**config.mk**
```make
export PLATFORM = sky130hd
export DESIGN_NAME = cbs_controller
export DESIGN_NICKNAME = d
export VERILOG_FILES = /design/src/rtl/cbs_pkg.sv /design/src/rtl/cbs_controller.sv
export VERILOG_INCLUDE_DIRS = /design/src /design/src/rtl
export SDC_FILE = /design/constraint.sdc
export NUM_CORES = 1
export LEC_CHECK = 0
export BUFFER_PORTS_ARGS = -buffer_cell sky130_fd_sc_hd__buf_4
export CORE_MARGIN = 2
export CORE_UTILIZATION = 25
export DETAILED_ROUTE_END_ITERATION = 6
export SLEW_MARGIN = 20
export SYNTH_ARGS = -nofsm -noshare
export SYNTH_HDL_FRONTEND = slang
export SYNTH_SLANG_ARGS = --single-unit
export TNS_END_PERCENT = 1
```
**constraint.sdc**
```tcl
create_clock -name clk -period 4 [get_ports clk]
set_input_delay 0.4 -clock clk [delete_from_list [all_inputs] [get_ports clk]]
set_output_delay 0.4 -clock clk [all_outputs]
set_load 0.05 [all_outputs]
```
**src/rtl/cubic_bezier_segmenter_core_macros.svh**
```systemverilog
// Assertion macros shared by the cubic Bezier segmenter RTL.
// Each macro expects clk and arst_n to be visible where it is used.
`ifndef CUBIC_BEZIER_SEGMENTER_CORE_MACROS_SVH
`define CUBIC_BEZIER_SEGMENTER_CORE_MACROS_SVH

// Condition and consequence in the same cycle.
`define CBS_ASSERT_SAME(label, pre, post, msg) \
	label: assert property (@(posedge clk) disable iff (!arst_n) (pre) |-> (post)) \
		else $error(msg);

// Consequence in the cycle after the condition.
`define CBS_ASSERT_NEXT(label, pre, post, msg) \
	label: assert property (@(posedge clk) disable iff (!arst_n) (pre) |=> (post)) \
		else $error(msg);

`endif

```
**src/rtl/cbs_pkg.sv**
```systemverilog
// Shared types and constants of the cubic Bezier segmenter.
// No dependencies; used by the controller, the datapath and the top level.
`default_nettype none

package cbs_pkg;

	localparam int MAX_SEGMENTS_DEF = 64;
	localparam int COORD_WIDTH_DEF  = 32;
	localparam int FRAC_BITS_DEF    = 16;

	localparam int              CFG_WIDTH       = 7;
	localparam logic [CFG_WIDTH-1:0] SEG_COUNT_RESET = 7'd16;

	// per-point sequencing
	localparam int WEIGHT_STEPS = 6;
	localparam int MUL_STEPS    = 4;
	localparam int BLEND_STEPS  = 5;

	typedef enum logic [2:0] {
		ST_IDLE,
		ST_DIV,
		ST_STEP,
		ST_WEIGHT,
		ST_BLEND,
		ST_EMIT
	} cbs_state_t;

	typedef enum logic [2:0] {
		WOP_U2,
		WOP_T2,
		WOP_W0,
		WOP_W1,
		WOP_W2,
		WOP_W3
	} wop_t;

	typedef struct packed {
		logic       load;
		logic       div_step;
		logic       t_step;
		logic       weight_en;
		wop_t       weight_op;
		logic       mul_en;
		logic [1:0] mul_k;
		logic       acc_clear;
		logic       acc_add;
		logic       emit;
		logic       last;
	} cbs_cmd_t;

endpackage

`default_nettype wire

```
**src/rtl/cbs_controller.sv**
```systemverilog
// Controller of the cubic Bezier segmenter: segment count register,
// sequencing state machine and the output word handshake.
// Depends on cbs_pkg and cubic_bezier_segmenter_core_macros.svh.
`default_nettype none
`include "cubic_bezier_segmenter_core_macros.svh"

module cbs_controller import cbs_pkg::*; #(
	parameter int MAX_SEGMENTS = MAX_SEGMENTS_DEF,
	parameter int FRAC_BITS    = FRAC_BITS_DEF
) (
	input  wire                              clk,
	input  wire                              arst_n,
	input  wire                              cfg_valid,
	output logic                             cfg_ready,
	input  wire [CFG_WIDTH-1:0]              cfg_data,
	input  wire                              in_valid,
	output logic                             in_ready,
	output logic                             out_valid,
	input  wire                              out_ready,
	output cbs_cmd_t                         cmd,
	output logic [$clog2(MAX_SEGMENTS+1)-1:0] seg_n
);

	localparam int NW    = $clog2(MAX_SEGMENTS + 1);
	localparam int CNT_W = $clog2(FRAC_BITS + 1);

	cbs_state_t            state_q, state_d;
	logic [CNT_W-1:0]      cnt_q, cnt_d;
	logic [NW-1:0]         seg_q, seg_d;
	logic [NW-1:0]         n_q, n_d;
	logic [CFG_WIDTH-1:0]  seg_cfg_q;
	logic                  out_valid_q, out_valid_d;
	logic                  emit_fire;
	logic                  seg_last;
	logic [NW-1:0]         n_clamped;

	assign cfg_ready = 1'b1;
	assign seg_n     = n_q;
	assign out_valid = out_valid_q;
	assign emit_fire = !out_valid_q || out_ready;
	assign seg_last  = ({1'b0, seg_q} + 1'b1) == {1'b0, n_q};

	always_comb begin
		if (seg_cfg_q == '0) begin
			n_clamped = NW'(1);
		end else if (seg_cfg_q > CFG_WIDTH'(MAX_SEGMENTS)) begin
			n_clamped = NW'(MAX_SEGMENTS);
		end else begin
			n_clamped = seg_cfg_q[NW-1:0];
		end
	end

	always_ff @(posedge clk or negedge arst_n) begin
		if (!arst_n) begin
			state_q     <= ST_IDLE;
			cnt_q       <= '0;
			seg_q       <= '0;
			n_q         <= NW'(1);
			seg_cfg_q   <= SEG_COUNT_RESET;
			out_valid_q <= 1'b0;
		end else begin
			state_q     <= state_d;
			cnt_q       <= cnt_d;
			seg_q       <= seg_d;
			n_q         <= n_d;
			out_valid_q <= out_valid_d;
			if (cfg_valid && cfg_ready) begin
				seg_cfg_q <= cfg_data;
			end
		end
	end

	always_comb begin
		state_d  = state_q;
		cnt_d    = cnt_q;
		seg_d    = seg_q;
		n_d      = n_q;
		cmd      = '0;
		in_ready = 1'b0;

		case (state_q)
			ST_IDLE: begin
				in_ready = 1'b1;
				if (in_valid) begin
					cmd.load = 1'b1;
					n_d      = n_clamped;
					seg_d    = '0;
					cnt_d    = '0;
					state_d  = ST_DIV;
				end
			end
			ST_DIV: begin
				cmd.div_step = 1'b1;
				if (cnt_q == CNT_W'(FRAC_BITS)) begin
					cnt_d   = '0;
					state_d = ST_STEP;
				end else begin
					cnt_d = cnt_q + 1'b1;
				end
			end
			ST_STEP: begin
				cmd.t_step = 1'b1;
				cnt_d      = '0;
				state_d    = ST_WEIGHT;
			end
			ST_WEIGHT: begin
				cmd.weight_en = 1'b1;
				case (cnt_q)
					CNT_W'(0): cmd.weight_op = WOP_U2;
					CNT_W'(1): cmd.weight_op = WOP_T2;
					CNT_W'(2): cmd.weight_op = WOP_W0;
					CNT_W'(3): cmd.weight_op = WOP_W1;
					CNT_W'(4): cmd.weight_op = WOP_W2;
					default:   cmd.weight_op = WOP_W3;
				endcase
				if (cnt_q == CNT_W'(WEIGHT_STEPS - 1)) begin
					cnt_d   = '0;
					state_d = ST_BLEND;
				end else begin
					cnt_d = cnt_q + 1'b1;
				end
			end
			ST_BLEND: begin
				// product registered in the cycle before it is accumulated
				cmd.mul_en    = cnt_q < CNT_W'(MUL_STEPS);
				cmd.mul_k     = cnt_q[1:0];
				cmd.acc_clear = cnt_q == '0;
				cmd.acc_add   = cnt_q != '0;
				if (cnt_q == CNT_W'(BLEND_STEPS - 1)) begin
					cnt_d   = '0;
					state_d = ST_EMIT;
				end else begin
					cnt_d = cnt_q + 1'b1;
				end
			end
			ST_EMIT: begin
				// hold until the output word is free
				if (emit_fire) begin
					cmd.emit = 1'b1;
					cmd.last = seg_last;
					if (seg_last) begin
						state_d = ST_IDLE;
					end else begin
						seg_d   = seg_q + 1'b1;
						state_d = ST_STEP;
					end
				end
			end
			default: begin
				state_d = ST_IDLE;
			end
		endcase

		if (cmd.emit) begin
			out_valid_d = 1'b1;
		end else if (out_ready) begin
			out_valid_d = 1'b0;
		end else begin
			out_valid_d = out_valid_q;
		end
	end

	`CBS_ASSERT_NEXT(a_accept_starts_div, in_valid && in_ready, state_q == ST_DIV && seg_q == '0, "accepted curve did not start the divider")
	`CBS_ASSERT_SAME(a_seg_in_range, state_q != ST_IDLE, seg_q < n_q, "segment index reached the segment count")
	`CBS_ASSERT_SAME(a_count_legal, 1'b1, n_q != '0 && n_q <= NW'(MAX_SEGMENTS), "latched segment count out of range")
	`CBS_ASSERT_NEXT(a_last_goes_idle, state_q == ST_EMIT && emit_fire && seg_last, state_q == ST_IDLE && out_valid_q, "last segment did not end the curve")

endmodule

`default_nettype wire

```
## Word level (Yosys, flattened, before mapping)

Index checks and enable logic that the tools add are counted.

- $add $sub $neg: 3
- Muxes and demuxes: 30
- Reduce and logical (&&, ||, !) cells: 13
- Order comparisons: 2
- Eq/ne operators: 18

Operators by type and width:

| kind | count |
|---|---|
| 2-to-1 mux 7 bit | 5 |
| 2-to-1 mux 5 bit | 5 |
| case mux 5 bit (5 select lines) | 1 |
| case mux 3 bit (6 select lines) | 1 |
| 2-to-1 mux 3 bit | 5 |
| case mux 3 bit (5 select lines) | 1 |
| case mux 7 bit (2 select lines) | 1 |
| != test 2 bit, second input constant | 6 |
| == test 5 x 2 -> 1 bit, second input constant | 2 |
| == test 5 x 3 -> 1 bit, second input constant | 2 |
| nonzero test 5 bit | 2 |
| adder 7 x 1 -> 8 bit, second input constant | 1 |
| == test 8 x 7 -> 1 bit | 1 |
| adder 7 x 1 -> 7 bit, second input constant | 1 |
| > comparator 7 bit, second input constant | 1 |
| logical NOT 7 bit | 1 |
| 2-to-1 mux 1 bit | 7 |
| == test 3 x 2 -> 1 bit, second input constant | 2 |
| == test 3 bit, second input constant | 2 |
| 2-to-1 mux 2 bit | 3 |
| adder 5 x 1 -> 5 bit, second input constant | 1 |
| == test 5 x 1 -> 1 bit, second input constant | 1 |
| == test 5 bit, second input constant | 1 |
| logical NOT 5 bit | 1 |
| other kinds (10) | 12 |

- Register bits: 30
- Word-level logic and storage cells: 72
- Output and inout port bits: 24
- Input bits: 12

## Longest topological paths before layout

Gate-level depths: netlist of run 1.

- Depth after elaboration: 5
- Gate-level depth with buffers: 9
- Mapped depth without buffers: 8

## Worst setup path before layout of run 1

No wires, ideal clock.

- Kind: flip-flop to output port
- From: register n_q[3] (netlist: seg_n[3])
- To: output cmd[0] in the netlist's numbering
- Path buffers: 0
- Stages on the path, launching flop included: 5
- Data required time: 3.600 ns
- Arrival: 2.285 ns
- Slack: 1.315 ns
- Cell sequence: dfrtp_1 -> or4b_1 -> a31oi_1 -> o2111ai_2 -> nor2_1

RTL lines:

| what | line | text |
|---|---|---|
| start: declaration | cbs_controller.sv:30 | `logic [NW-1:0] n_q, n_d;` |
| start signal: assignment | cbs_controller.sv:65 | `n_q <= n_d;` |
| end: declaration | cbs_controller.sv:20 | `output cbs_cmd_t cmd,` |

==> results of run 1 <==
cells in the mapped netlist (all sizes together) (4+ instances only):
library cell,n,area [um2]
inv,9,33.78
a31oi,7,43.79
clkbuf,8,30.03
mux2,7,78.83
ha,5,62.56
a21oi,8,40.04
nand2b,9,56.30
nor2b,4,25.02
mux2i,4,40.04
nor2,16,60.06
nand3,6,42.54
dfrtp,28,700.7
xor2,5,43.79
nand2,24,90.09
nor3,4,20.02
o21ai,18,93.84
where the power goes:
| part | total (W) | leakage (nW) | internal (W) | switching [W] |
|---|---|---|---|---|
| Sequential | 0.000467 | 0.384 | 0.000373 | 0.0000940 |
| Clock | 0.000304 | 0.0579 | 0.000183 | 0.000121 |
| Combinational | 0.000709 | 0.563 | 0.000242 | 0.000467 |
cell families (layout without fill, tap and decap cells):
family | Yosys count | in the layout | synth area share, %
XOR/XNOR | 7 | 7 | 3.393
buffers and inverters | 19 | 51 | 4.363
other | 1 | 1 | 0.2076
adder cells (fa/ha/maj) | 5 | 5 | 3.463
multiplexers | 11 | 11 | 6.579
AO/OA/AOI/OAI | 47 | 47 | 16.55
AND/OR/NAND/NOR | 81 | 81 | 23.75
flip-flops | 30 | 30 | 41.69
placed cells by master (no fill, tap or decap), types with 2 or more instances in the layout:
| master | instances |
|---|---|
| buf_4 | 34 |
| dfrtp_1 | 28 |
| nand2_1 | 24 |
| nor2_1 | 16 |
| o21ai_0 | 15 |
| inv_1 | 9 |
| nand2b_1 | 9 |
| a21oi_1 | 8 |
| a31oi_1 | 7 |
| mux2_2 | 7 |
| nand3_1 | 5 |
| xor2_1 | 5 |
| ha_1 | 5 |
| clkbuf_8 | 5 |
| nor2b_1 | 4 |
| nor3_1 | 4 |
| mux2i_1 | 4 |
| and2_1 | 3 |
| and3_1 | 3 |
| nand3b_1 | 2 |
| nand4bb_1 | 2 |
| o211ai_1 | 2 |
| xnor2_1 | 2 |
| nand4_1 | 2 |
| or3_1 | 2 |
| o21ai_1 | 2 |
| o22ai_1 | 2 |
| clkinv_2 | 2 |
| dfstp_2 | 2 |
per-layer routing:
metal	vias to the layer above	share of wire, %	GRT usage [%]
li1	771	-	-
met4	0	1.2	3.799
met5	-	0	0
met2	28	46	17.37
met3	5	4.3	3.786
met1	750	49	14.84
state kept, by name, summed over array words and instances (netlist names):
register and cells:
seg_cfg_q 7, state_q 3, seg_n 7, out_valid 1, seg_q 7, cnt_q 5
metrics by stage:
step	util (%)	cell area [um2]
floorplan	-	1807
detailed placement	30.94	2137
global placement	30.94	2137
finish	32.52	2246
CTS	32.52	2246
global route	32.52	2246
cell type report:
| class | count | area [um2] |
|---|---|---|
| Clock buffer | 5 | 68.82 |
| Clock inverter | 3 | 40.04 |
| Fill cell | 757 | 4661 |
| Inverter | 9 | 33.78 |
| Multi-Input combinational cell | 152 | 974.7 |
| Sequential cell | 30 | 753.2 |
| Tap cell | 96 | 120.1 |
| Timing Repair Buffer | 34 | 255.2 |
path summary, 6_finish.rpt:
check,start,end,slack (ns),cells after the start
max,seg_q[2]$_DFFE_PN0P_,cmd[0],1.29,6
min,arst_n,state_q[0]$_DFFE_PN0P_,0.04,1
max reg2reg,seg_q[2]$_DFFE_PN0P_,seg_q[5]$_DFFE_PN0P_,1.91,6
min reg2reg,seg_n[0]$_DFFE_PN1P_,seg_n[0]$_DFFE_PN1P_,0.50,2
max in group asynchronous,arst_n,seg_n[0]$_DFFE_PN1P_,3.62,1
min in group clk,cfg_data[6],seg_cfg_q[6]$_DFFE_PN0P_,0.34,2
==> flow_summary.json, run 1 <==
{
  "wl_mm": 4.155,
  "port_buffers": 34,
  "synth-seq-cells": 30,
  "cap_violations": 0,
  "cts_made_buffers": 5,
  "cts_resized": 0,
  "fin_ws_ns": 1.290,
  "yosysWarnings": 0,
  "cp_max_fo": 8,
  "ctsHtreeMaxLevel": 2,
  "synthArstFlopShare_pct": 100.0,
  "die_area_mm2": 0.007923,
  "fp.dieW_um": 89.01,
  "timing_hold_violations_final": 0,
  "p_leak_nw": 1.006,
  "clk_latency_ns": 0.29,
  "initial_core_util_pct": 26.16,
  "first_pass_iters": 4,
  "antenna_found_initial": 0,
  "synth_nets": 218,
  "crit_family": "simple AND/OR/NAND/NOR gates",
  "cts_tree": "done",
  "fin_crit_sh_pct": 67.74,
  "clkTransAtPathRegs_ns": 0.07,
  "arrival_ns": 2.31,
  "fin_nets": 249,
  "cts.sinks": 30,
  "dp_hpwl_mm": 3.030,
  "ant_nets": 0,
  "worstPathRequired_ns": 3.60,
  "slowest_stage": "or4b_1",
  "status": "completed",
  "cts_buffer_depth": 2,
  "num_io_pins": 36,
  "path_cells": "nand3_4 > or4b_1 > a31oi_1 > o2111ai_2 > nor2_1 > buf_4",
  "wl_per_cell_um": 12.63,
  "ys_seq_area_share_pct": 41.69,
  "setup_viol": 0,
  "criticalPathCategory": "flip-flop to output pin",
  "coreArea_mm2": 0.006907,
  "place_ws_ns": 1.585,
  "drcViolationCount": 0,
  "final_cells": 329,
  "synth.cell_area_mm2": 0.001807,
  "slew_violations": 0,
  "power_density_mw_per_mm2": 658.6,
  "setup_tns_ns": 0,
  "finalPower_w": 0.001479,
  "syn_to_final_growth_pct": 24.31,
  "max-vdd-ir-drop_uv": 149.9,
  "grt_pass1_vias": 1454,
  "endpoint_kind": "output pin",
  "via_count": 1554,
  "grt_use_total_pct": 11.25,
  "hold_class": "primary input to asynchronous set/reset pin",
  "ys_types": 45,
  "final_layout_size_suffix_gt1_share_pct": 23.61,
  "post_cts_buffers": 0,
  "max_slew_margin_pct": 59.67,
  "placementRows": 30,
  "grt_start_max_net_pins": 31,
  "cp_num_buf_inv": 1,
  "start_kind": "flip-flop",
  "grt_setup_unrepaired": "no",
  "grt_pass1_wl_mm": 6.831,
  "holdWs_ns": 0.03836,
  "die_y_um": 89.01,
  "cts_hold_buffers": 0,
  "ctsRootBufferMaster": "clkbuf_8",
  "worst_slew_pin_slew_ns": 0.6031,
  "syn-instance-count": 201,
  "avgSynthCellArea_um2": 8.989,
  "slowest_delay_ns": 0.48,
  "diodes": 0,
  "overflow": 0,
  "fin_skew_ns": 0.005624,
  "max_freq_mhz": 369.0,
  "gp_congestion": 0.8678,
  "period_minus_slack_ns": 2.710,
  "numPlacedInstances": 321,
  "synth_edf_count": 0,
  "synthFlopType": "dfrtp_1",
  "viasPerCell": 4.723,
  "first_iter_violations": 87
}
(Power assumes the default switching activity.)
==> run 2: changes to the inputs <==
==> constraint.sdc (replaced) <==
create_clock -name clk -period 2.7 [get_ports clk]
set_input_delay 0.27 -clock clk [delete_from_list [all_inputs] [get_ports clk]]
set_output_delay 0.27 -clock clk [all_outputs]
set_load 0.05 [all_outputs]
==> run 2 against run 1 <==
Effect of this change: clock skew is 0.00073 ns higher; total power is 59% higher; worst setup slack worse by 1.1 ns; highest routed layer unchanged; first-iteration DRC count is 21% higher.
==> flow_summary.json, run 2 (synthesis results as in run 1) <==
{
  "status": "completed",
  "endpoint_kind": "output pin",
  "grt_use_total_pct": 11.24,
  "first_pass_iters": 4,
  "die_area_mm2": 0.007923,
  "max-vdd-ir-drop_uv": 219.6,
  "cp_num_buf_inv": 1,
  "use_met3_pct": 3.693,
  "cap_violations": 0,
  "fin_crit_sh_pct": 93.93,
  "critPathLaunch": "seg_q[0]$_DFFE_PN0P_",
  "max_freq_mhz": 394.3,
  "cts_buffer_depth": 2,
  "worstPathRequired_ns": 2.43,
  "finalInstanceArea_mm2": 0.002327,
  "ant_nets": 0,
  "cts.sinks": 30,
  "worst_slew_pin_slew_ns": 0.5364,
  "antenna_found_initial": 0,
  "path_cells": "ha_1 > xor2_1 > a311oi_1 > o2111ai_2 > nor2_1 > buf_4",
  "grt_pass1_wl_mm": 6.941,
  "r2r-start": "seg_q[0]$_DFFE_PN0P_",
  "grt_start_max_net_pins": 31,
  "crit_family": "compound AO/OA/AOI/OAI gates",
  "fp.dieW_um": 89.01,
  "viasPerCell": 4.687,
  "final_layout_size_suffix_gt1_share_pct": 25.10,
  "start_kind": "flip-flop",
  "cp_max_fo": 6,
  "hold_class": "primary input to flip-flop",
  "fin_nets": 255,
  "port_buffers": 34,
  "coreArea_mm2": 0.006907,
  "max_slew_margin_pct": 63.74,
  "utilization_pct": 33.70,
  "overflow": 0,
  "power_density_mw_per_mm2": 1008,
  "grt_util_met2_pct": 17.16,
  "criticalPathCategory": "flip-flop to output pin",
  "cts_resized": 0,
  "wl_per_cell_um": 12.59,
  "final_common_cell": "buf_4",
  "gp_congestion": 0.8891,
  "period_minus_slack_ns": 2.536,
  "via_count": 1570,
  "ctsRootBufferMaster": "clkbuf_8",
  "initial_core_util_pct": 26.16,
  "dp_hpwl_mm": 3.020,
  "diodes": 0,
  "slowest_stage": "dfrtp_1",
  "cts_tree": "done",
  "wl_mm": 4.219,
  "p_leak_nw": 1.044,
  "drcViolationCount": 0,
  "mostFrequentLayoutCells": "buf_4, dfrtp_1, nand2_1",
  "clk_latency_ns": 0.28,
  "timing_hold_violations_final": 0,
  "busiest_layer": "met2",
  "setup_viol": 0,
  "r2r_slack_ns": 0.53,
  "grt_pass1_vias": 1485,
  "arrival_ns": 2.27,
  "cts_made_buffers": 5,
  "place_area_mm2": 0.002145,
  "slew_violations": 0,
  "ctsHtreeMaxLevel": 2,
  "first_iter_violations": 105,
  "fin_skew_ns": 0.006359,
  "num_io_pins": 36,
  "use_met1_pct": 15.31,
  "hold_path_startpoint": "cfg_data[6]",
  "placementRows": 30,
  "syn_to_final_growth_pct": 28.81,
  "die_y_um": 89.01,
  "slowest_delay_ns": 0.45,
  "clkTransAtPathRegs_ns": 0.07
}
## run 2: worst register-to-register path, delay by kind of cell, from the launching register on
kind | cells | cell delay [ns]
AO/OA/AOI/OAI | 4 | 0.84
adder cells (fa/ha/maj) | 1 | 0.35
buffers and inverters | 1 | 0.22
flip-flops | 1 | 0.45
XOR/XNOR | 1 | 0.17
## run 2: what timing repair did
item	CTS	global route
hold endpoints to repair	28	0
buffers inserted	0	4
hold buffers	1	0
setup endpoints to repair	0	1
## run 2: metrics by stage
stage	TNS (ns)	hold WS [ns]	setup WS (ns)	std cells	power (W)
final	0	0.2175	0.1639	335	0.002347
after global routing	-0.03291	0.1957	-0.03291	335	0.002496
after CTS	0	0.2030	0.1153	331	0.002341
after detailed placement	0	0.2313	0.4348	322	0.001758
after global placement	0	0.2257	0.4878	322	0.001743
after floorplan	0	-0.02559	0.1448	201	0.001457
## run 2: routing by layer
layer / vias up / share of wire (%)
met5: - / 0
met3: 4 / 5.5
li1: 781 / -
met2: 47 / 44
met4: 0 / 0.43
met1: 738 / 50
## run 2: power by group
part	total, W	internal, W	switching, W
registers	0.000698	0.000552	0.000146
logic	0.00108	0.000381	0.000698
clock network	0.000570	0.000394	0.000176
## run 2: final timing paths
path	end	depth (start not counted)
max	cmd[0]	6
min	seg_cfg_q[6]$_DFFE_PN0P_	2
max reg2reg	seg_q[6]$_DFFE_PN0P_	7
min reg2reg	seg_n[0]$_DFFE_PN1P_	2
max in group asynchronous	seg_cfg_q[4]$_DFFE_PN1P_	2
min in group asynchronous	seg_q[5]$_DFFE_PN0P_	2
## run 2: final cells by class
| class | instances | area [um2] |
|---|---|---|
| tap | 96 | 120.1 |
| clock inverter | 2 | 60.06 |
| fill | 754 | 4579 |
| inverter | 9 | 33.78 |
| timing repair buffer | 40 | 302.8 |
| multi-input combinational | 152 | 974.7 |
| clock buffer | 6 | 82.58 |
| sequential | 30 | 753.2 |
==> run 3: changes to the inputs <==
--- a/config.mk
+++ b/config.mk
@@ -7,7 +7,7 @@
 export NUM_CORES = 1
 export LEC_CHECK = 0
 export BUFFER_PORTS_ARGS = -buffer_cell sky130_fd_sc_hd__buf_4
-export CORE_MARGIN = 2
+export CORE_MARGIN = 5
 export CORE_UTILIZATION = 25
 export DETAILED_ROUTE_END_ITERATION = 6
 export SLEW_MARGIN = 20
==> run 3 against run 2 <==
Effect of this change: clock skew shrank 0.0028 ns; sequential share of layout area grew 0.95 points; die area grew 14%; critical path depth grew 1; worst setup slack gained 0.098 ns; first-iteration DRC count shrank 62%; combinational power is essentially flat; worst hold slack lost 0.0023 ns; total power shrank 9.6%; sequential cell count is the same; utilization shrank 2.0 points; final cell count is the same; largest cell class unchanged; largest power group unchanged; highest routed layer unchanged.
==> flow_summary.json, run 3 (synthesis results as in run 1) <==
{
  "placementRows": 31,
  "die_area_mm2": 0.009027,
  "arrival_ns": 2.17,
  "switching_share_pct": 47.06,
  "mostFrequentLayoutCells": "buf_4, dfrtp_1, nand2_1",
  "max-vdd-ir-drop_uv": 204.3,
  "p_comb_share_pct": 49.4,
  "wl_mm": 4.164,
  "crit_family": "simple AND/OR/NAND/NOR gates",
  "syn_to_final_growth_pct": 25.14,
  "diodes": 0,
  "coreArea_mm2": 0.007137,
  "grt_use_total_pct": 9.774,
  "fin_skew_ns": 0.003568,
  "start_kind": "flip-flop",
  "wl_per_cell_um": 12.43,
  "max_freq_mhz": 410.2,
  "port_buffers": 34,
  "final_cells": 335,
  "via_count": 1528,
  "final_common_cell": "buf_4",
  "cts_made_buffers": 5,
  "grt_start_max_net_pins": 31,
  "ctsHtreeMaxLevel": 2,
  "fin_nets": 252,
  "dp_hpwl_mm": 3.127,
  "gp_congestion": 0.7998,
  "fin_crit_sh_pct": 90.28,
  "power_density_mw_per_mm2": 938.3,
  "clkTransAtPathRegs_ns": 0.07,
  "ant_nets": 0,
  "cpMostUsedCell": "nor2_1",
  "hold_class": "primary input to flip-flop",
  "place_area_mm2": 0.002156,
  "cap_violations": 0,
  "utilization_pct": 31.68,
  "timing_hold_violations_final": 0,
  "final_layout_size_suffix_gt1_share_pct": 24.15,
  "nFillCells": 758,
  "max_slew_margin_pct": 65.20,
  "overflow": 0,
  "hold_path_startpoint": "cfg_data[5]",
  "first_iter_violations": 40,
  "first_pass_iters": 4,
  "critPathLaunch": "seg_q[0]$_DFFE_PN0P_",
  "place_ws_ns": 0.5997,
  "slowest_delay_ns": 0.47,
  "cts_resized": 0,
  "clk_latency_ns": 0.28,
  "worst_slew_pin_slew_ns": 0.5147,
  "p_clk_share_pct": 17.8,
  "die_y_um": 95.01,
  "path_cells": "ha_1 > nand3_1 > nor2_1 > xnor2_1 > o2111ai_2 > nor2_1 > buf_4",
  "slew_violations": 0,
  "criticalPathCategory": "flip-flop to output pin",
  "period_minus_slack_ns": 2.438,
  "p_seq_share_pct": 32.7,
  "p_switching_w": 0.0009984,
  "cts_tree": "done",
  "num_io_pins": 36,
  "numPlacedInstances": 326,
  "drcViolationCount": 0,
  "antenna_found_initial": 0,
  "p_leak_nw": 1.007,
  "worstPathRequired_ns": 2.43,
  "status": "completed",
  "cts.sinks": 30,
  "cp_max_fo": 6,
  "endpoint_kind": "output pin",
  "grt_setup_unrepaired": "no",
  "cellInternalPower_w": 0.001123,
  "ctsRootBufferMaster": "clkbuf_8",
  "cts_buffer_depth": 2,
  "grt_pass1_vias": 1497,
  "setup_viol": 0,
  "slowest_stage": "dfrtp_1",
  "viasPerCell": 4.561,
  "finalInstanceArea_mm2": 0.002261,
  "cp_num_buf_inv": 1,
  "fp.dieW_um": 95.01,
  "fin_ws_ns": 0.2623,
  "setup_tns_ns": 0,
  "r2r-start": "seg_q[0]$_DFFE_PN0P_",
  "grt_pass1_wl_mm": 6.900,
  "initial_core_util_pct": 25.32
}
run 3: final cells by class:
type / count / area, um2 / area share [%]
repair buffers: 37 / 280.3 / 12.40
multi-input cells: 152 / 974.7 / 43.11
clock inverters: 2 / 12.51 / 0.5534
flip-flops and latches: 30 / 753.2 / 33.31
well taps: 99 / 123.9 / 5.479
inverters: 9 / 33.78 / 1.494
clock buffers: 6 / 82.58 / 3.652
run 3: repair_timing:
item                                   in CTS  in global routing
endpoints found under the hold margin      28                  0
buffers inserted                            0                  0
hold buffers                                1                  0
run 3: worst reg2reg max path: cells and delay by family, from the launching register on:
kind / cells / cell delay (ns)
compound gates: 3 / 0.40
fa+ha+maj: 1 / 0.30
simple gates: 2 / 0.42
buf+inv: 1 / 0.21
xor+xnor: 1 / 0.18
flops: 1 / 0.47
run 3: final timing paths:
check                           cells past startpoint                       end  slack (ns)
worst min register to register                      2      seg_n[0]$_DFFE_PN1P_        0.51
worst min-delay path                                2  seg_cfg_q[5]$_DFFE_PN0P_        0.22
worst max-delay path                                7                    cmd[0]        0.26
min in group asynchronous                           2      seg_q[5]$_DFFE_PN0P_        0.46
max in group asynchronous                           2  seg_cfg_q[4]$_DFFE_PN1P_        1.92
worst max register to register                      8      seg_q[6]$_DFFE_PN0P_        0.61
run 3: per-stage QoR:
stage          power (W)  hold slack [ns]
2_1_floorplan   0.001457         -0.02559
3_3_place_gp    0.001753           0.2278
3_5_place_dp    0.001764           0.2325
4_1_cts         0.002155           0.2033
5_1_grt         0.002272           0.2128
6_report        0.002121           0.2152
run 3: power groups by stage:
stage | Combinational [W] | Sequential (W) | Clock [W]
2_1_floorplan | 0.000633 | 0.000824 | 0
3_3_place_gp | 0.00105 | 0.000700 | 0
3_5_place_dp | 0.00106 | 0.000707 | 0
4_1_cts | 0.00106 | 0.000698 | 0.000396
5_1_grt | 0.00114 | 0.000715 | 0.000417
6_report | 0.00105 | 0.000694 | 0.000379
run 3: layer usage:
metal  GRT usage [%]  vias to the layer above  routed length [um]
li1                -                      774                   -
met4           5.168                        0                 104
met1           11.53                      723                1898
met2           15.97                       23                1989
met3           2.920                        8                 172
met5               0                        -                   0
